File: config.mk
export PLATFORM = sky130hd
export DESIGN_NAME = elevator_stop_scheduler
export DESIGN_NICKNAME = d
export VERILOG_FILES = /design/src/hdl/elsc_pkg.sv /design/src/hdl/elsc_scan.sv /design/src/hdl/elevator_stop_scheduler.sv
export VERILOG_INCLUDE_DIRS = /design/src /design/src/hdl
export SDC_FILE = /design/constraint.sdc
export NUM_CORES = 1
export LEC_CHECK = 0
export BUFFER_PORTS_ARGS = -buffer_cell sky130_fd_sc_hd__buf_2
export CAP_MARGIN = 5
export CORE_ASPECT_RATIO = 0.5
export CORE_MARGIN = 2
export CORE_UTILIZATION = 55
export DETAILED_ROUTE_END_ITERATION = 8
export PLACE_DENSITY = 0.83
export SLEW_MARGIN = 5
export SYNTH_ARGS = -nofsm -noshare
export SYNTH_HDL_FRONTEND = slang
export SYNTH_SLANG_ARGS = --single-unit
export TNS_END_PERCENT = 30
File: constraint.sdc
create_clock -name clk_i -period 5.1 [get_ports clk_i]
set_input_delay 0.765 -clock clk_i [delete_from_list [all_inputs] [get_ports clk_i]]
set_output_delay 0.765 -clock clk_i [all_outputs]
set_load 0.1 [all_outputs]
File: src/hdl/elevator_stop_scheduler_defines.svh
`ifndef ELEVATOR_STOP_SCHEDULER_DEFINES_SVH
`define ELEVATOR_STOP_SCHEDULER_DEFINES_SVH

// Same-cycle implication, checked on clk_i outside reset.
`define ESS_ASSERT_IMP(label, ante, cons) \
  label: assert property (@(posedge clk_i) disable iff (!rst_ni) (ante) |-> (cons)) \
    else $error("elevator_stop_scheduler: check failed");

// Next-cycle implication, checked on clk_i outside reset.
`define ESS_ASSERT_NXT(label, ante, cons) \
  label: assert property (@(posedge clk_i) disable iff (!rst_ni) (ante) |=> (cons)) \
    else $error("elevator_stop_scheduler: check failed");

`endif

File: src/hdl/elsc_pkg.sv
`default_nettype none

package elsc_pkg;

  localparam int FLOOR_COUNT = 16;
  localparam int FLOOR_W     = 5;
  localparam int IDX_W       = $clog2(FLOOR_COUNT);
  localparam int IN_TDATA_W  = 8;
  localparam int IN_TUSER_W  = 2;
  localparam int OUT_TDATA_W = 8;

  typedef enum logic [1:0] {
    REQ_CALL   = 2'd0,
    REQ_ARRIVE = 2'd1,
    REQ_PASS   = 2'd2
  } req_e;

  typedef enum logic [1:0] {
    HEAD_STAY = 2'd0,
    HEAD_UP   = 2'd1,
    HEAD_DOWN = 2'd2
  } head_e;

  typedef enum logic [1:0] {
    ST_IDLE,
    ST_LOW,
    ST_SCAN,
    ST_OUT
  } state_e;

  typedef struct packed {
    logic               start;
    logic [FLOOR_W-1:0] first;
    logic               up;
  } scan_cmd_t;

  typedef struct packed {
    logic               done;
    logic               found;
    logic [FLOOR_W-1:0] floor;
  } scan_res_t;

endpackage

`default_nettype wire

File: src/hdl/elsc_scan.sv
`default_nettype none

module elsc_scan (
  input  wire logic                             clk_i,
  input  wire logic                             rst_ni,
  input  wire elsc_pkg::scan_cmd_t              cmd_i,
  input  wire logic [elsc_pkg::FLOOR_COUNT-1:0] pending_i,
  output elsc_pkg::scan_res_t                   res_o
);
  import elsc_pkg::*;

  logic               busy_q, busy_d;
  logic               up_q, up_d;
  logic [FLOOR_W-1:0] idx_q, idx_d;
  logic [FLOOR_W-1:0] idx_m1;
  logic               in_range;
  logic               hit;
  logic               done;

  assign in_range = (idx_q != '0) && (idx_q <= FLOOR_W'(FLOOR_COUNT));
  assign idx_m1   = idx_q - FLOOR_W'(1);
  assign hit      = in_range && pending_i[idx_m1[IDX_W-1:0]];
  assign done     = busy_q && (!in_range || hit);

  assign res_o.done  = done;
  assign res_o.found = hit;
  assign res_o.floor = idx_q;

  always_comb begin
    busy_d = busy_q;
    up_d   = up_q;
    idx_d  = idx_q;
    if (cmd_i.start) begin
      busy_d = 1'b1;
      up_d   = cmd_i.up;
      idx_d  = cmd_i.first;
    end else if (busy_q) begin
      if (done) begin
        busy_d = 1'b0;
      end else if (up_q) begin
        idx_d = idx_q + FLOOR_W'(1);
      end else begin
        idx_d = idx_q - FLOOR_W'(1);
      end
    end
  end

  always_ff @(posedge clk_i or negedge rst_ni) begin
    if (!rst_ni) begin
      busy_q <= 1'b0;
    end else begin
      busy_q <= busy_d;
    end
  end

  always_ff @(posedge clk_i) begin
    up_q  <= up_d;
    idx_q <= idx_d;
  end

endmodule

`default_nettype wire

File: src/hdl/elevator_stop_scheduler.sv
// A call is accepted, then the floor scan runs from the current floor, then the result is offered.
// An arrival at the goal floor runs two scans: one for the lowest pending floor, then one for the stop.
// Throughput: one item at a time; s_axis_tready is high only while no item is in work.
// The floor scan unit tests one floor per cycle and is shared by both searches.
// Reset (rst_ni low, asynchronous): current floor 1, no goal, no pending calls, free, heading stay.
`default_nettype none
`include "elevator_stop_scheduler_defines.svh"

module elevator_stop_scheduler (
  input  wire logic                                clk_i,
  input  wire logic                                rst_ni,
  input  wire logic                                s_axis_tvalid,
  output logic                                     s_axis_tready,
  input  wire logic [elsc_pkg::IN_TDATA_W-1:0]     s_axis_tdata,  // [4:0] floor
  input  wire logic [elsc_pkg::IN_TUSER_W-1:0]     s_axis_tuser,  // [1:0] req_type
  output logic                                     m_axis_tvalid,
  input  wire logic                                m_axis_tready,
  output logic [elsc_pkg::OUT_TDATA_W-1:0]         m_axis_tdata   // [4:0] next_stop, [5] going_down
);
  import elsc_pkg::*;

  state_e                 state_q, state_d;
  logic [FLOOR_W-1:0]     cur_q, cur_d;
  logic [FLOOR_W-1:0]     goal_q, goal_d;
  logic [FLOOR_COUNT-1:0] pend_q, pend_d;
  logic                   busy_q, busy_d;
  head_e                  head_q, head_d;
  logic                   call_q, call_d;
  logic [FLOOR_W-1:0]     flr_q, flr_d;
  logic [FLOOR_W-1:0]     stop_q, stop_d;
  logic                   down_q, down_d;

  logic                   acc;
  req_e                   req;
  logic [FLOOR_W-1:0]     in_floor;
  logic                   floor_ok;
  logic [FLOOR_W-1:0]     in_m1;
  logic [FLOOR_COUNT-1:0] floor_bit;
  logic [FLOOR_W-1:0]     goal_call;
  logic [FLOOR_W-1:0]     goal_low;
  scan_cmd_t              scan_cmd;
  scan_res_t              scan_res;

  assign s_axis_tready = (state_q == ST_IDLE);
  assign acc           = s_axis_tvalid && s_axis_tready;
  assign req           = req_e'(s_axis_tuser);
  assign in_floor      = s_axis_tdata[FLOOR_W-1:0];
  assign floor_ok      = (in_floor != '0) && (in_floor <= FLOOR_W'(FLOOR_COUNT));
  assign in_m1         = in_floor - FLOOR_W'(1);
  assign floor_bit     = {{(FLOOR_COUNT-1){1'b0}}, 1'b1} << in_m1[IDX_W-1:0];
  assign goal_low      = scan_res.found ? scan_res.floor : '0;

  // Push the goal outward along the heading on a call.
  always_comb begin
    goal_call = (goal_q == '0) ? in_floor : goal_q;
    if (((head_q == HEAD_UP) && (in_floor > goal_call)) ||
        ((head_q == HEAD_DOWN) && (in_floor < goal_call))) begin
      goal_call = in_floor;
    end
  end

  elsc_scan u_scan (
    .clk_i    (clk_i),
    .rst_ni   (rst_ni),
    .cmd_i    (scan_cmd),
    .pending_i(pend_q),
    .res_o    (scan_res)
  );

  // Next state
  always_comb begin
    state_d = state_q;
    case (state_q)
      ST_IDLE: begin
        if (acc && floor_ok) begin
          case (req)
            REQ_CALL: state_d = ST_SCAN;
            REQ_ARRIVE: begin
              if (busy_q) begin
                state_d = (in_floor == goal_q) ? ST_LOW : ST_SCAN;
              end
            end
            default: state_d = ST_IDLE;
          endcase
        end
      end
      ST_LOW: begin
        if (scan_res.done) begin
          state_d = ST_SCAN;
        end
      end
      ST_SCAN: begin
        if (scan_res.done) begin
          state_d = (scan_res.found || call_q) ? ST_OUT : ST_IDLE;
        end
      end
      ST_OUT: begin
        if (m_axis_tready) begin
          state_d = ST_IDLE;
        end
      end
      default: state_d = ST_IDLE;
    endcase
  end

  // Datapath and scan control
  always_comb begin
    cur_d    = cur_q;
    goal_d   = goal_q;
    pend_d   = pend_q;
    busy_d   = busy_q;
    head_d   = head_q;
    call_d   = call_q;
    flr_d    = flr_q;
    stop_d   = stop_q;
    down_d   = down_q;
    scan_cmd = '0;
    case (state_q)
      ST_IDLE: begin
        if (acc && floor_ok) begin
          case (req)
            REQ_CALL: begin
              busy_d         = 1'b1;
              pend_d         = pend_q | floor_bit;
              goal_d         = goal_call;
              call_d         = 1'b1;
              flr_d          = in_floor;
              scan_cmd.start = 1'b1;
              scan_cmd.first = cur_q;
              scan_cmd.up    = goal_call > cur_q;
            end
            REQ_ARRIVE: begin
              if (busy_q) begin
                cur_d  = in_floor;
                pend_d = pend_q & ~floor_bit;
                call_d = 1'b0;
                flr_d  = in_floor;
                scan_cmd.start = 1'b1;
                if (in_floor == goal_q) begin
                  // find the lowest pending floor first
                  scan_cmd.first = FLOOR_W'(1);
                  scan_cmd.up    = 1'b1;
                end else begin
                  scan_cmd.first = in_floor;
                  scan_cmd.up    = goal_q > in_floor;
                end
              end
            end
            REQ_PASS: cur_d = in_floor;
            default: cur_d = cur_q;
          endcase
        end
      end
      ST_LOW: begin
        if (scan_res.done) begin
          goal_d         = goal_low;
          scan_cmd.start = 1'b1;
          scan_cmd.first = cur_q;
          scan_cmd.up    = goal_low > cur_q;
        end
      end
      ST_SCAN: begin
        if (scan_res.done) begin
          if (scan_res.found || call_q) begin
            stop_d = scan_res.found ? scan_res.floor : flr_q;
            down_d = cur_q > goal_q;
            head_d = (cur_q > goal_q) ? HEAD_DOWN : HEAD_UP;
          end else begin
            busy_d = 1'b0;
          end
        end
      end
      default: busy_d = busy_q;
    endcase
  end

  assign m_axis_tvalid = (state_q == ST_OUT);
  assign m_axis_tdata  = {{(OUT_TDATA_W-FLOOR_W-1){1'b0}}, down_q, stop_q};

  always_ff @(posedge clk_i or negedge rst_ni) begin
    if (!rst_ni) begin
      state_q <= ST_IDLE;
      cur_q   <= FLOOR_W'(1);
      goal_q  <= '0;
      pend_q  <= '0;
      busy_q  <= 1'b0;
      head_q  <= HEAD_STAY;
    end else begin
      state_q <= state_d;
      cur_q   <= cur_d;
      goal_q  <= goal_d;
      pend_q  <= pend_d;
      busy_q  <= busy_d;
      head_q  <= head_d;
    end
  end

  always_ff @(posedge clk_i) begin
    call_q <= call_d;
    flr_q  <= flr_d;
    stop_q <= stop_d;
    down_q <= down_d;
  end

  `ESS_ASSERT_IMP(a_one_item, m_axis_tvalid, !s_axis_tready)
  `ESS_ASSERT_IMP(a_out_busy, m_axis_tvalid, busy_q)
  `ESS_ASSERT_IMP(a_stop_range, m_axis_tvalid,
                  (stop_q != '0) && (stop_q <= FLOOR_W'(FLOOR_COUNT)))
  `ESS_ASSERT_IMP(a_scan_owner, scan_res.done, (state_q == ST_LOW) || (state_q == ST_SCAN))
  `ESS_ASSERT_NXT(a_call_busy, acc && floor_ok && (req == REQ_CALL), busy_q)

endmodule

`default_nettype wire
==> flow_summary_export.csv <==
group,metric,value,unit
outcome,status,"finished, final reports clean",
place,gp_congestion,0.894,
sta,period_minus_slack,4.16,ns
worst_hold_path,min_path_type,"reg2reg",
logic_synthesis,syn_inst,340,
pwr,power_density,525,nW/um^2
logic_synthesis,synth_flop_cell,"dfrtp_1",
route,drt_wl_total,8210,um
sta,report.final.slew_viol_count,0,
sta,fin_crit_sh,81.6,%
sta,report.final.hold_viol_count,0,
logic_synthesis,seq_area_frac_synth,39.2,%
route,routedWlPerCell,18.7,um
die,start_util,56.7,%
route,drc,0,
clock_tree,clockBufferDepth,2,
logic_synthesis,async_reset_ff_share,64.0,%
clock_tree,clk-insertion-delay-late,0.29,ns
logic_synthesis,synth_enable_flop_cells,18,
clock_tree,postCtsSetupRepairBufs,0,
route,vias_per_cell,6.25,
die,pin_count,24,
pwr,power.leakage,1.64,nW
logic_synthesis,synth.ff_latch_count,50,
sta,relSlewSlack,49.9,%
critical_path,cp.required,5.15,ns
place,detailed_place.area,3540,um^2
global_route,grt_overflow_total,0,
logic_synthesis,ys_types,64,
critical_path,cp-end-kind,"flop",
logic_synthesis,yosysTopAreaCellShare,22.7,%
sta,finalWorstSetupSlack,0.937,ns
final_layout,fin_area,3730,um^2
die,die-area,6910,um^2
logic_synthesis,syn_area,3420,um^2
die,core_area,6030,um^2
clock_tree,cts_resized,0,
sta,fmax,240,MHz
clock_tree,cts_inserted_buffers,5,
sta,grt_setup_unrepaired,"false",
route,vias,2744,
global_route,track_usage,25.3,%
global_route,grt_pass1_wl,13100,um
place,dp_hpwl,6050,um
logic_synthesis,ys_warn_count,0,
die,fp.dieW,116,um
place,preCtsSetupSlack,1.07,ns
global_route,grt_pass1_vias,2672,
final_layout,nNetsFinal,392,
global_route,antenna_found_initial,0,
sta,worst_pin_slew,0.751,ns
final_layout,n_antenna_cell,0,
pwr,ir_drop,0.000198,V
clock_tree,cts_hold_buf,0,
clock_tree,htreeDepth,2,
run,cap_violations,0,
final_layout,drive_gt1_share,16.2,%
place,port_buffers,18,
clock_tree,cts.sinks,50,
critical_path,path_max_fanout,5,
sta,fin_tns_setup,0,ns
route,drt_iter0_drc,265,
die,fp.dieH,59.8,um
global_route,grt_start_max_net_pins,33,
sta,finClkSkew,0.00627,ns
clock_tree,cts_tree,"yes",
final_layout,n_fill_cell,482,
clock_tree,cts_root_buf,"clkbuf_16",
sta,setup-violations-final,0,
critical_path,crit_type,"reg2reg",
logic_synthesis,avgSynthCellArea,10.1,um^2
final_layout,syn2layout_area_growth,9.10,%
critical_path,crit_path_start_kind,"flop",
route,drtPass1Iterations,8,
logic_synthesis,synth_top_area_cell,"dfrtp_1",
route,postRouteAntennaNets,0,
clock_tree,path_clk_slew,0.07,ns
logic_synthesis,ys_top_cells_by_area,"dfrtp_1 (23%), edfxtp_1 (16%), ha_1 (10%)",
critical_path,cp.arrival,4.21,ns
die,rows,20,
## cells in the mapped netlist (all sizes together) (2+ instances only)
cell type	count
o221ai	4
o21ai	20
o32a	2
a41oi	2
and2	6
edfxtp	18
nand4	3
mux4	4
xor2	5
or3	2
mux2i	8
nand3	9
xnor2	2
nor4	3
nand2b	6
o22ai	3
and4	2
nor3b	2
and3	5
o21a	3
nor2	18
o21bai	2
buf	8
o31ai	7
nor3	8
a21oi	20
ha	28
nor2b	9
a22o	3
nand2	28
a211oi	4
dfrtp	31
inv	25
clkbuf	8
mux2	16
## cells in the final DEF (no fill, tap or decap), types with 3 or more instances in the layout
| cell type | n |
|---|---|
| inv_1 | 25 |
| o21a_1 | 3 |
| nor2_1 | 18 |
| dfrtp_1 | 31 |
| xor2_1 | 5 |
| o21ai_0 | 20 |
| nand3_1 | 8 |
| edfxtp_1 | 18 |
| o31ai_1 | 7 |
| and3_1 | 5 |
| a22o_1 | 3 |
| nor2b_1 | 9 |
| nor3_1 | 7 |
| a21oi_1 | 18 |
| mux2i_1 | 8 |
| a211oi_1 | 4 |
| mux2_2 | 15 |
| nand2b_1 | 6 |
| mux4_2 | 4 |
| o221ai_1 | 4 |
| and2_1 | 6 |
| buf_2 | 18 |
| nand2_1 | 27 |
| ha_1 | 28 |
| clkbuf_16 | 6 |
## per-stage QoR
stage               instances  hold WS [ns]  total power (W)  util [%]
floorplan                 341         0.469          0.00130         -
global route              439         0.527          0.00208      61.9
detailed placement        431         0.497          0.00151      58.7
CTS                       439         0.512          0.00194      61.9
finish                    439         0.506          0.00196      61.9
global placement          431         0.488          0.00145      58.7
## power by group
group          switching (W)  total [W]  internal, W
sequential          0.000123   0.000655     0.000531
clock               0.000152   0.000427     0.000275
combinational       0.000525   0.000879     0.000354
total               0.000800    0.00196      0.00116
## final timing paths
path / start / end / slack (ns) / cells past startpoint
max: goal_q[2] / u_scan.up_q / 0.94 / 17
min: flop / flop / 0.51 / 1
max reg2reg: goal_q[2] / u_scan.up_q / 0.94 / 17
min reg2reg: flop / flop / 0.51 / 1
max in group asynchronous: rst_ni / cur_q[4] / 4.08 / 1
min in group asynchronous: rst_ni / async pin / 0.53 / 1
## per-layer routing
metal,share of wire [%],GRT usage (%),vias to the layer above,routed length (um)
li1,-,-,1263,-
met1,42,33.1,1321,3470
met2,48,42.9,140,3940
met3,7.9,4.77,20,651
met4,1.8,9.12,0,150
met5,0,0,-,0
## final cells by class
cell class	count	area, um^2	area share [%]
multi-input cells	250	1900	51.0
flip-flops and latches	50	1340	36.0
clock buffers	7	164	4.39
well taps	88	110	2.95
inverters	25	93.8	2.51
repair buffers	18	90.1	2.41
clock inverters	1	30.0	0.804
## critical path, stage by stage, from the launching register on
cell      delay (ns)
dfrtp_1         0.46
nor4_1          0.34
and2_1          0.30
a21oi_1         0.11
ha_1            0.31
nor2b_1         0.14
o31ai_1         0.30
nand2_1         0.13
a21oi_1         0.42
a22o_1          0.25
ha_1            0.24
nor2b_1         0.14
o21a_1          0.16
o21ai_0         0.14
nand2b_1        0.07
a21oi_1         0.16
o32a_1          0.18
o22ai_1         0.08
## logic make-up after synthesis
| group | after synthesis | share of synthesized area [%] |
|---|---|---|
| AOI/OAI and AO/OA | 80 | 15.9 |
| xor gates and xnor gates | 7 | 2.01 |
| adders and majority gates | 28 | 10.2 |
| buffers and inverters | 41 | 5.27 |
| DFF | 50 | 39.2 |
| muxes | 28 | 10.3 |
| other | 1 | 0.110 |
| and+or+nand+nor | 105 | 16.9 |
Note: power is estimated with default switching activity, not from simulation.
